### src/kdb_pkg.sv
// Shared types and constants for the key debounce event block.
// Request and result payloads, state codes, event codes and key-pattern helpers.
// No dependencies.
`timescale 1ns / 1ps
`default_nettype none
package kdb_pkg;

	// Key-pattern and event constants
	localparam logic [7:0] NO_KEYS     = 8'hFF;
	localparam logic [7:0] COMBO_KEYS  = 8'hF8;
	localparam logic [7:0] ROT2_KEYS   = 8'hFD;
	localparam logic [7:0] CNT_MAX     = 8'hFF;
	localparam logic [15:0] HELD_MAX   = 16'hFFFF;

	localparam logic [4:0] EV_NONE      = 5'd0;
	localparam logic [4:0] EV_DOWN_BASE = 5'd1;
	localparam logic [4:0] EV_UP_BASE   = 5'd9;
	localparam logic [4:0] EV_COMBO     = 5'd17;
	localparam logic [4:0] EV_LONG      = 5'd18;
	localparam logic [4:0] EV_UNDEF     = 5'd19;

	// Request commands
	localparam logic CMD_SCAN  = 1'b0;
	localparam logic CMD_CLEAR = 1'b1;

	// Configuration register indexes
	localparam int CFG_IDX_W = 1;
	localparam logic [CFG_IDX_W-1:0] CFG_JUDGE_COUNT = 1'd0;
	localparam logic [CFG_IDX_W-1:0] CFG_LONG_TICKS  = 1'd1;

	typedef enum logic [2:0] {
		ST_INIT      = 3'd0,
		ST_IDLE      = 3'd1,
		ST_PRESS_JIT = 3'd2,
		ST_STABLE    = 3'd3,
		ST_REL_JIT   = 3'd4
	} state_t;

	typedef struct packed {
		logic       cmd;
		logic [7:0] key_lines;
	} req_t;

	typedef struct packed {
		logic [4:0] event_code;
		logic [7:0] filtered_keys;
	} rsp_t;

	// Event decision handed from the event decoder to the state machine
	typedef struct packed {
		logic       hit;
		logic [4:0] code;
	} event_t;

	typedef struct packed {
		logic       one;
		logic [2:0] idx;
	} single_t;

	// Find the one cleared bit of an active-low pattern, if exactly one is clear
	function automatic single_t single_key(input logic [7:0] pattern);
		single_t res;
		res.one = ($countones(~pattern) == 1);
		res.idx = 3'd0;
		for (int i = 0; i < 8; i++) begin
			if (!pattern[i]) begin
				res.idx = 3'(i);
			end
		end
		return res;
	endfunction

endpackage
`default_nettype wire

### src/kdb_event.sv
// Event decoder: picks the event code latched when a key pattern is accepted.
// Depends on kdb_pkg.
`timescale 1ns / 1ps
`default_nettype none
module kdb_event (
	input  wire logic [7:0]     now_keys,
	input  wire logic [7:0]     before_keys,
	output kdb_pkg::event_t     ev
);

	kdb_pkg::single_t now_one;
	kdb_pkg::single_t before_one;

	assign now_one    = kdb_pkg::single_key(now_keys);
	assign before_one = kdb_pkg::single_key(before_keys);

	// Release, combo, single down, or undefined pattern
	always_comb begin
		ev.hit  = 1'b1;
		ev.code = kdb_pkg::EV_UNDEF;
		if (now_keys == kdb_pkg::NO_KEYS) begin
			if (before_one.one) begin
				ev.code = kdb_pkg::EV_UP_BASE + {2'b00, before_one.idx};
			end
		end else if (now_keys == kdb_pkg::COMBO_KEYS) begin
			ev.code = kdb_pkg::EV_COMBO;
		end else if (now_one.one) begin
			// a key change between single keys keeps the pending event
			ev.hit  = (before_keys == kdb_pkg::NO_KEYS);
			ev.code = kdb_pkg::EV_DOWN_BASE + {2'b00, now_one.idx};
		end
	end

endmodule
`default_nettype wire

### src/key_debounce_event_fsm.sv
// A request is held in the input register at acceptance and its result is loaded into the
// result register when the request advances, which a stalled result can hold back.
// Throughput: one request per cycle; only a stalled result holds the input side.
// Reset: asynchronous, active low; state machine returns to init, patterns to 0xFF,
// counters and pending event to zero, judge_count to 3, long_press_ticks to 200.
// Depends on kdb_pkg and kdb_event.
`timescale 1ns / 1ps
`default_nettype none
module key_debounce_event_fsm #(
	parameter int KEY_LINES = 8
) (
	input  wire logic                              clk,
	input  wire logic                              arst_n,
	input  wire logic                              sample_valid,
	output      logic                              sample_stall,
	input  wire kdb_pkg::req_t                     sample,
	output      logic                              result_valid,
	input  wire logic                              result_stall,
	output      kdb_pkg::rsp_t                     result,
	input  wire logic                              cfg_wr,
	input  wire logic [kdb_pkg::CFG_IDX_W-1:0]     cfg_index,
	input  wire logic [15:0]                       cfg_data
);

	localparam logic [7:0] USED_MASK = 8'((9'd1 << KEY_LINES) - 9'd1);

	// Configuration registers
	logic [7:0]  judge_q;
	logic [15:0] long_ticks_q;

	// Input register
	logic          valid_s1;
	kdb_pkg::req_t req_s1;

	// Block state
	kdb_pkg::state_t state_q, state_d;
	logic [7:0]  cand_q, cand_d;
	logic [7:0]  acc_q, acc_d;
	logic [7:0]  cnt_q, cnt_d;
	logic        from_stable_q, from_stable_d;
	logic [4:0]  pend_q, pend_d;
	logic [15:0] held_q, held_d;

	logic [7:0]  cur;
	logic [7:0]  cnt_inc;
	logic [15:0] held_inc;
	logic        advance;
	logic        accept;
	kdb_pkg::event_t ev;

	// Handshake: the result register parts the two sides
	assign advance      = valid_s1 && (!result_valid || !result_stall);
	assign sample_stall = valid_s1 && !advance;
	assign accept       = sample_valid && !sample_stall;

	// Write configuration
	always_ff @(posedge clk or negedge arst_n) begin
		if (!arst_n) begin
			judge_q      <= 8'd3;
			long_ticks_q <= 16'd200;
		end else if (cfg_wr) begin
			case (cfg_index)
				kdb_pkg::CFG_JUDGE_COUNT: judge_q      <= cfg_data[7:0];
				kdb_pkg::CFG_LONG_TICKS:  long_ticks_q <= cfg_data;
				default: ;
			endcase
		end
	end

	// Capture the request
	always_ff @(posedge clk or negedge arst_n) begin
		if (!arst_n) begin
			valid_s1 <= 1'b0;
		end else if (accept) begin
			valid_s1 <= 1'b1;
		end else if (advance) begin
			valid_s1 <= 1'b0;
		end
	end

	always_ff @(posedge clk) begin
		if (accept) begin
			req_s1 <= sample;
		end
	end

	assign cur      = req_s1.key_lines | ~USED_MASK;
	assign cnt_inc  = (cnt_q == kdb_pkg::CNT_MAX) ? cnt_q : cnt_q + 8'd1;
	assign held_inc = (held_q == kdb_pkg::HELD_MAX) ? held_q : held_q + 16'd1;

	kdb_event u_event (
		.now_keys    (cur),
		.before_keys (acc_q),
		.ev          (ev)
	);

	// Next state and state updates for one request
	always_comb begin
		state_d       = state_q;
		cand_d        = cand_q;
		acc_d         = acc_q;
		cnt_d         = cnt_q;
		from_stable_d = from_stable_q;
		pend_d        = pend_q;
		held_d        = held_q;
		if (req_s1.cmd == kdb_pkg::CMD_CLEAR) begin
			pend_d = kdb_pkg::EV_NONE;
		end else begin
			held_d = held_inc;
			case (state_q)
				kdb_pkg::ST_INIT: begin
					state_d = kdb_pkg::ST_IDLE;
				end
				kdb_pkg::ST_IDLE: begin
					if (cur != kdb_pkg::NO_KEYS) begin
						cnt_d         = 8'd1;
						cand_d        = cur;
						from_stable_d = 1'b0;
						state_d       = kdb_pkg::ST_PRESS_JIT;
					end
				end
				kdb_pkg::ST_PRESS_JIT: begin
					if (cur == cand_q) begin
						cnt_d = cnt_inc;
						if (cnt_inc >= judge_q) begin
							if (ev.hit) begin
								pend_d = ev.code;
							end
							acc_d   = cur;
							state_d = kdb_pkg::ST_STABLE;
							held_d  = 16'd0;
						end
					end else begin
						state_d = from_stable_q ? kdb_pkg::ST_STABLE : kdb_pkg::ST_IDLE;
					end
				end
				kdb_pkg::ST_STABLE: begin
					if (cur != acc_q) begin
						cand_d = cur;
						cnt_d  = 8'd1;
						if (cur == kdb_pkg::NO_KEYS) begin
							state_d = kdb_pkg::ST_REL_JIT;
						end else begin
							from_stable_d = 1'b1;
							state_d       = kdb_pkg::ST_PRESS_JIT;
						end
					end else if (acc_q == kdb_pkg::ROT2_KEYS && held_inc >= long_ticks_q) begin
						pend_d = kdb_pkg::EV_LONG;
					end
				end
				kdb_pkg::ST_REL_JIT: begin
					if (cur == kdb_pkg::NO_KEYS) begin
						cnt_d = cnt_inc;
						if (cnt_inc >= judge_q) begin
							if (ev.hit) begin
								pend_d = ev.code;
							end
							acc_d   = cur;
							state_d = kdb_pkg::ST_IDLE;
						end
					end else begin
						state_d = kdb_pkg::ST_STABLE;
					end
				end
				default: begin
					state_d = kdb_pkg::ST_IDLE;
				end
			endcase
		end
	end

	// Hold the state machine and its registers
	always_ff @(posedge clk or negedge arst_n) begin
		if (!arst_n) begin
			state_q       <= kdb_pkg::ST_INIT;
			cand_q        <= kdb_pkg::NO_KEYS;
			acc_q         <= kdb_pkg::NO_KEYS;
			cnt_q         <= 8'd0;
			from_stable_q <= 1'b0;
			pend_q        <= kdb_pkg::EV_NONE;
			held_q        <= 16'd0;
		end else if (advance) begin
			state_q       <= state_d;
			cand_q        <= cand_d;
			acc_q         <= acc_d;
			cnt_q         <= cnt_d;
			from_stable_q <= from_stable_d;
			pend_q        <= pend_d;
			held_q        <= held_d;
		end
	end

	// Result register
	always_ff @(posedge clk or negedge arst_n) begin
		if (!arst_n) begin
			result_valid <= 1'b0;
		end else if (advance) begin
			result_valid <= 1'b1;
		end else if (!result_stall) begin
			result_valid <= 1'b0;
		end
	end

	always_ff @(posedge clk) begin
		if (advance) begin
			result.event_code    <= pend_d;
			result.filtered_keys <= acc_d;
		end
	end

endmodule
`default_nettype wire

### config.mk
export PLATFORM = sky130hd
export DESIGN_NAME = key_debounce_event_fsm
export DESIGN_NICKNAME = d
export VERILOG_FILES = /design/src/kdb_pkg.sv /design/src/kdb_event.sv /design/src/key_debounce_event_fsm.sv
export SDC_FILE = /design/constraint.sdc
export NUM_CORES = 1
export LEC_CHECK = 0
export ABC_AREA = 1
export BUFFER_PORTS_ARGS = -buffer_cell sky130_fd_sc_hd__buf_2
export CORE_UTILIZATION = 60
export DETAILED_ROUTE_END_ITERATION = 7
export PLACE_DENSITY = 0.79
export SKIP_CTS_REPAIR_TIMING = 1
export SYNTH_ARGS = -nofsm -noshare
export SYNTH_HDL_FRONTEND = slang
export SYNTH_SLANG_ARGS = --single-unit
### constraint.sdc
create_clock -name clk -period 8.7 [get_ports clk]
set_input_delay 1.74 -clock clk [delete_from_list [all_inputs] [get_ports clk]]
set_output_delay 1.74 -clock clk [all_outputs]
set_load 0.005 [all_outputs]
==> reports/results.txt <==
The run gives 0.131 mV as the highest ir drop seen on vdd. DRC violations left: 0. The run finished with clean final reports. CTS built an H-tree with a depth of 3. The critical path is of the reg -> reg type.

In this run the power density over the cells is 193 nW/um2. The via count is 5439. Along the worst path, the maximum fanout reaches 6.

The die outline height works out to 105 um. The min-delay analysis places its worst path in the category reg -> reg. Fraction of layout cells with a size suffix above 1: 0.132. The post-synthesis net count is 910, and the overall power is 0.00133 W. The clock reaches the later pin of the worst-skew pair after 370 ps. The die covers 11100 um2.

The tools report the hold path startpoint as long_ticks_q[3]. Max-cap violations in this run came to 0. The effective utilization at floorplan is 0.619, and the count of mapped cells out of synthesis is 817. Detailed placement finished with a half-perimeter wire length of 11.0 mm. Yosys printed 0 warnings. Startpoint type of the worst setup path: a flip-flop.

The tools report the number of max-slew violations in the final report as 0. The most used flip-flop cell after synthesis is sky130_fd_sc_hd__dfrtp_1. On the final layout, the worst clock skew is 10.7 ps. The proportion of synthesized chip area in sequential cells is 0.401, and the area share of the largest cell type after synthesis is 0.212. TritonCTS built the clock tree. The proportion of synthesized flip-flops having asynchronous set or reset is 0.773, and the number of vias per cell is 5.42. The number of cells traversed by the worst register-to-register path is 17. The number of antenna diodes in the final layout is 0. The number of global-route vias before repair came out at 5569. Minimum clock period: 4030 ps. Counting flops with a built-in enable in the synthesized netlist gives 22. Summed over all cells, the static leakage comes to 3.62 nW. The number of standard-cell rows in the floorplan is 37, and the number of unique standard cell types used by synthesis is 40. The total overflow reported by the global router was 0; the relative slew slack was 0.360. Adding up every negative setup slack in the final design gives 0 ps.

Setup repair after global routing left no endpoint under its margin. The tools report the cell at the root of the clock tree as sky130_fd_sc_hd__clkbuf_8. The average size of a mapped cell was 7.82 um2; the pin count of the biggest net entering global routing was 76.

Total length of routed wires: 14.3 mm. The final hold violation count is 0. The first global-routing pass estimated 24.7 mm of wire. The clock net in this run drives a total of 97 sinks. Pin slew with the least headroom to its limit: 960 ps. Clock-pin slew was measured on the worst setup and hold paths at 100 ps. The width of the die was 105 um.

The total global-route track usage came out at 0.281. The congestion estimate from routability-driven global placement came to 0.913. The tools report the maximum count of clock buffers along a single path as 2. In this design, the stage delay of the slowest critical-path cell is 540 ps. For hold timing, the worst endpoint is long_ticks_q[3].

Number of routed nets with antenna violations: 0. The cell that appears most often on the critical path is sky130_fd_sc_hd__nand2_1. In this run the standard cell core region covers 10300 um2.

The worst setup path is captured at a flip-flop. sky130_fd_sc_hd__dfrtp_1 takes more of the synthesized area than any other cell. The net count of the finished layout is 956. By area the synthesized netlist is led by sky130_fd_sc_hd__dfrtp_1 (21%), sky130_fd_sc_hd__nand2_1 (14%), sky130_fd_sc_hd__ha_1 (11%).

The number of storage elements in the synthesis netlist is 97, and the DRC violation total after the first TritonRoute iteration is 343. The run gives 9 as the total CTS buffers. The logs give 0.670 for the share of the core filled with cells and 6390 um2 for the synthesized area.

At the worst endpoint, the arrival time is 4160 ps. The critical register-to-register path startpoint is cur[1]. The signal on the critical path passes through inv_1 > ha_1 > fa_1 > inv_1 > fa_1 > inv_1 > ha_1 > fa_1 > nand3b_1 > nor2_1 > nand2_1 > nand2_1 > nor2_4 > o21ai_0 > nand2_1 > nand2_1 > nor2_1. The commonest cells after synthesis are sky130_fd_sc_hd__nand2_1 (235), sky130_fd_sc_hd__inv_1 (139), sky130_fd_sc_hd__o21ai_0 (60). Compared with the post-synthesis result, the final layout area differs by 8.23%.

Number of I/O port buffers: 45. The cell depth of the worst hold path is 2. The final clock period utilization by the worst path came out at 0.463. Setup violations remaining at the end of the flow were counted as 0. The end of the worst register-to-register path is result[12]. Dividing the detail-routed wire length by the instance count gives 14.2 um. The highest clock rate is 0.248 GHz, and the number of antenna violations at the first check in global routing is 0.

For this design, the slowest cell found on the critical path is sky130_fd_sc_hd__fa_1. The run gives 8830 ps as the required time reported for the critical path endpoint. The I/O pin count is 46, and the number of search-and-repair iterations in the first detailed-routing pass is 7.

Among all cell types in the netlist, the one instantiated most often is sky130_fd_sc_hd__nand2_1. The register-to-register setup slack came out at 4670 ps.
## per-layer routing
metal | vias up | global-route usage | wire [um]
met5 | - | 0 | 0
met4 | 0 | 0.0976 | 242
met3 | 24 | 0.0536 | 603
met2 | 148 | 0.516 | 7380
met1 | 2588 | 0.326 | 6030
li1 | 2679 | - | -
## critical path, delay by kind of cell (launching register included)
kind | cells | cell delay, ps
buffers and inverters | 3 | 240
DFF | 1 | 500
AOI/OAI and AO/OA | 1 | 160
and+or+nand+nor | 8 | 950
adders and majority gates | 5 | 1930
## final cells by class
| class | instances | area [um2] |
|---|---|---|
| clock inverters | 7 | 47.5 |
| inverters | 146 | 548 |
| clock buffers | 9 | 124 |
| flip-flops and latches | 97 | 2560 |
| multi-input cells | 563 | 3230 |
| fillers | 874 | 3410 |
| well taps | 136 | 170 |
| repair buffers | 46 | 233 |
## per-stage QoR
| step | worst slack, ps | area, um2 | hold slack [ps] | instances |
|---|---|---|---|---|
| floorplan | 5010 | 6390 | 449 | 817 |
| global placement | 4800 | 6740 | 466 | 988 |
| detailed placement | 4660 | 6740 | 477 | 988 |
| CTS | 4710 | 6910 | 500 | 1004 |
| global route | 4390 | 6910 | 529 | 1004 |
| finish | 4670 | 6910 | 495 | 1004 |
## power breakdown
| part | internal, W | switching, W |
|---|---|---|
| sequential | 0.000559 | 0.0000560 |
| clock | 0.000103 | 0.000167 |
| combinational | 0.000162 | 0.000288 |
| total | 0.000824 | 0.000510 |
## sequential cells by signal, summed over array words and instances, names as in the netlist
| register | cells |
|---|---|
| req_s1 | 1 |
| result | 13 |
| held_q | 16 |
| cand_q | 8 |
| valid_s1 | 1 |
| cur | 8 |
| judge_q | 8 |
| result_valid | 1 |
| long_ticks_q | 16 |
| cnt_q | 8 |
| acc_q | 8 |
| from_stable_q | 1 |
| state_q | 3 |
| pend_q | 5 |
## worst max path at each step
stage / end / start / slack, ps / depth (start not counted)
floorplan: sample_stall / result_stall / 5010 / 2
CTS: result[12] / cur[1] / 4710 / 17
global route: result[12] / cur[1] / 4390 / 17
detailed placement: cnt_q[7] / result_stall / 4660 / 12
global placement: cnt_q[1] / result_stall / 4800 / 12
finish: result[12] / cur[1] / 4670 / 17
## cell usage in the layout, fill, tap and decap left out, types with 9 or more instances in the layout
master / count
sky130_fd_sc_hd__nor2_1: 52
sky130_fd_sc_hd__xor2_1: 12
sky130_fd_sc_hd__nor3_1: 9
sky130_fd_sc_hd__nand3_1: 33
sky130_fd_sc_hd__nand4_1: 15
sky130_fd_sc_hd__o21ai_0: 60
sky130_fd_sc_hd__dfrtp_1: 54
sky130_fd_sc_hd__inv_1: 139
sky130_fd_sc_hd__ha_1: 54
sky130_fd_sc_hd__edfxtp_1: 22
sky130_fd_sc_hd__clkbuf_8: 9
sky130_fd_sc_hd__nand2_2: 11
sky130_fd_sc_hd__dfstp_2: 21
sky130_fd_sc_hd__a21oi_1: 28
sky130_fd_sc_hd__nand2_1: 235
sky130_fd_sc_hd__buf_2: 45
sky130_fd_sc_hd__xnor2_1: 9
## cells by family after synthesis
group	count (synthesis)	synth area share
AOI/OAI and AO/OA	107	0.0915
DFF	97	0.401
xor gates and xnor gates	21	0.0288
and+or+nand+nor	373	0.254
buffers and inverters	157	0.0934
adders and majority gates	62	0.131
Power figures use the tool's default switching activity.
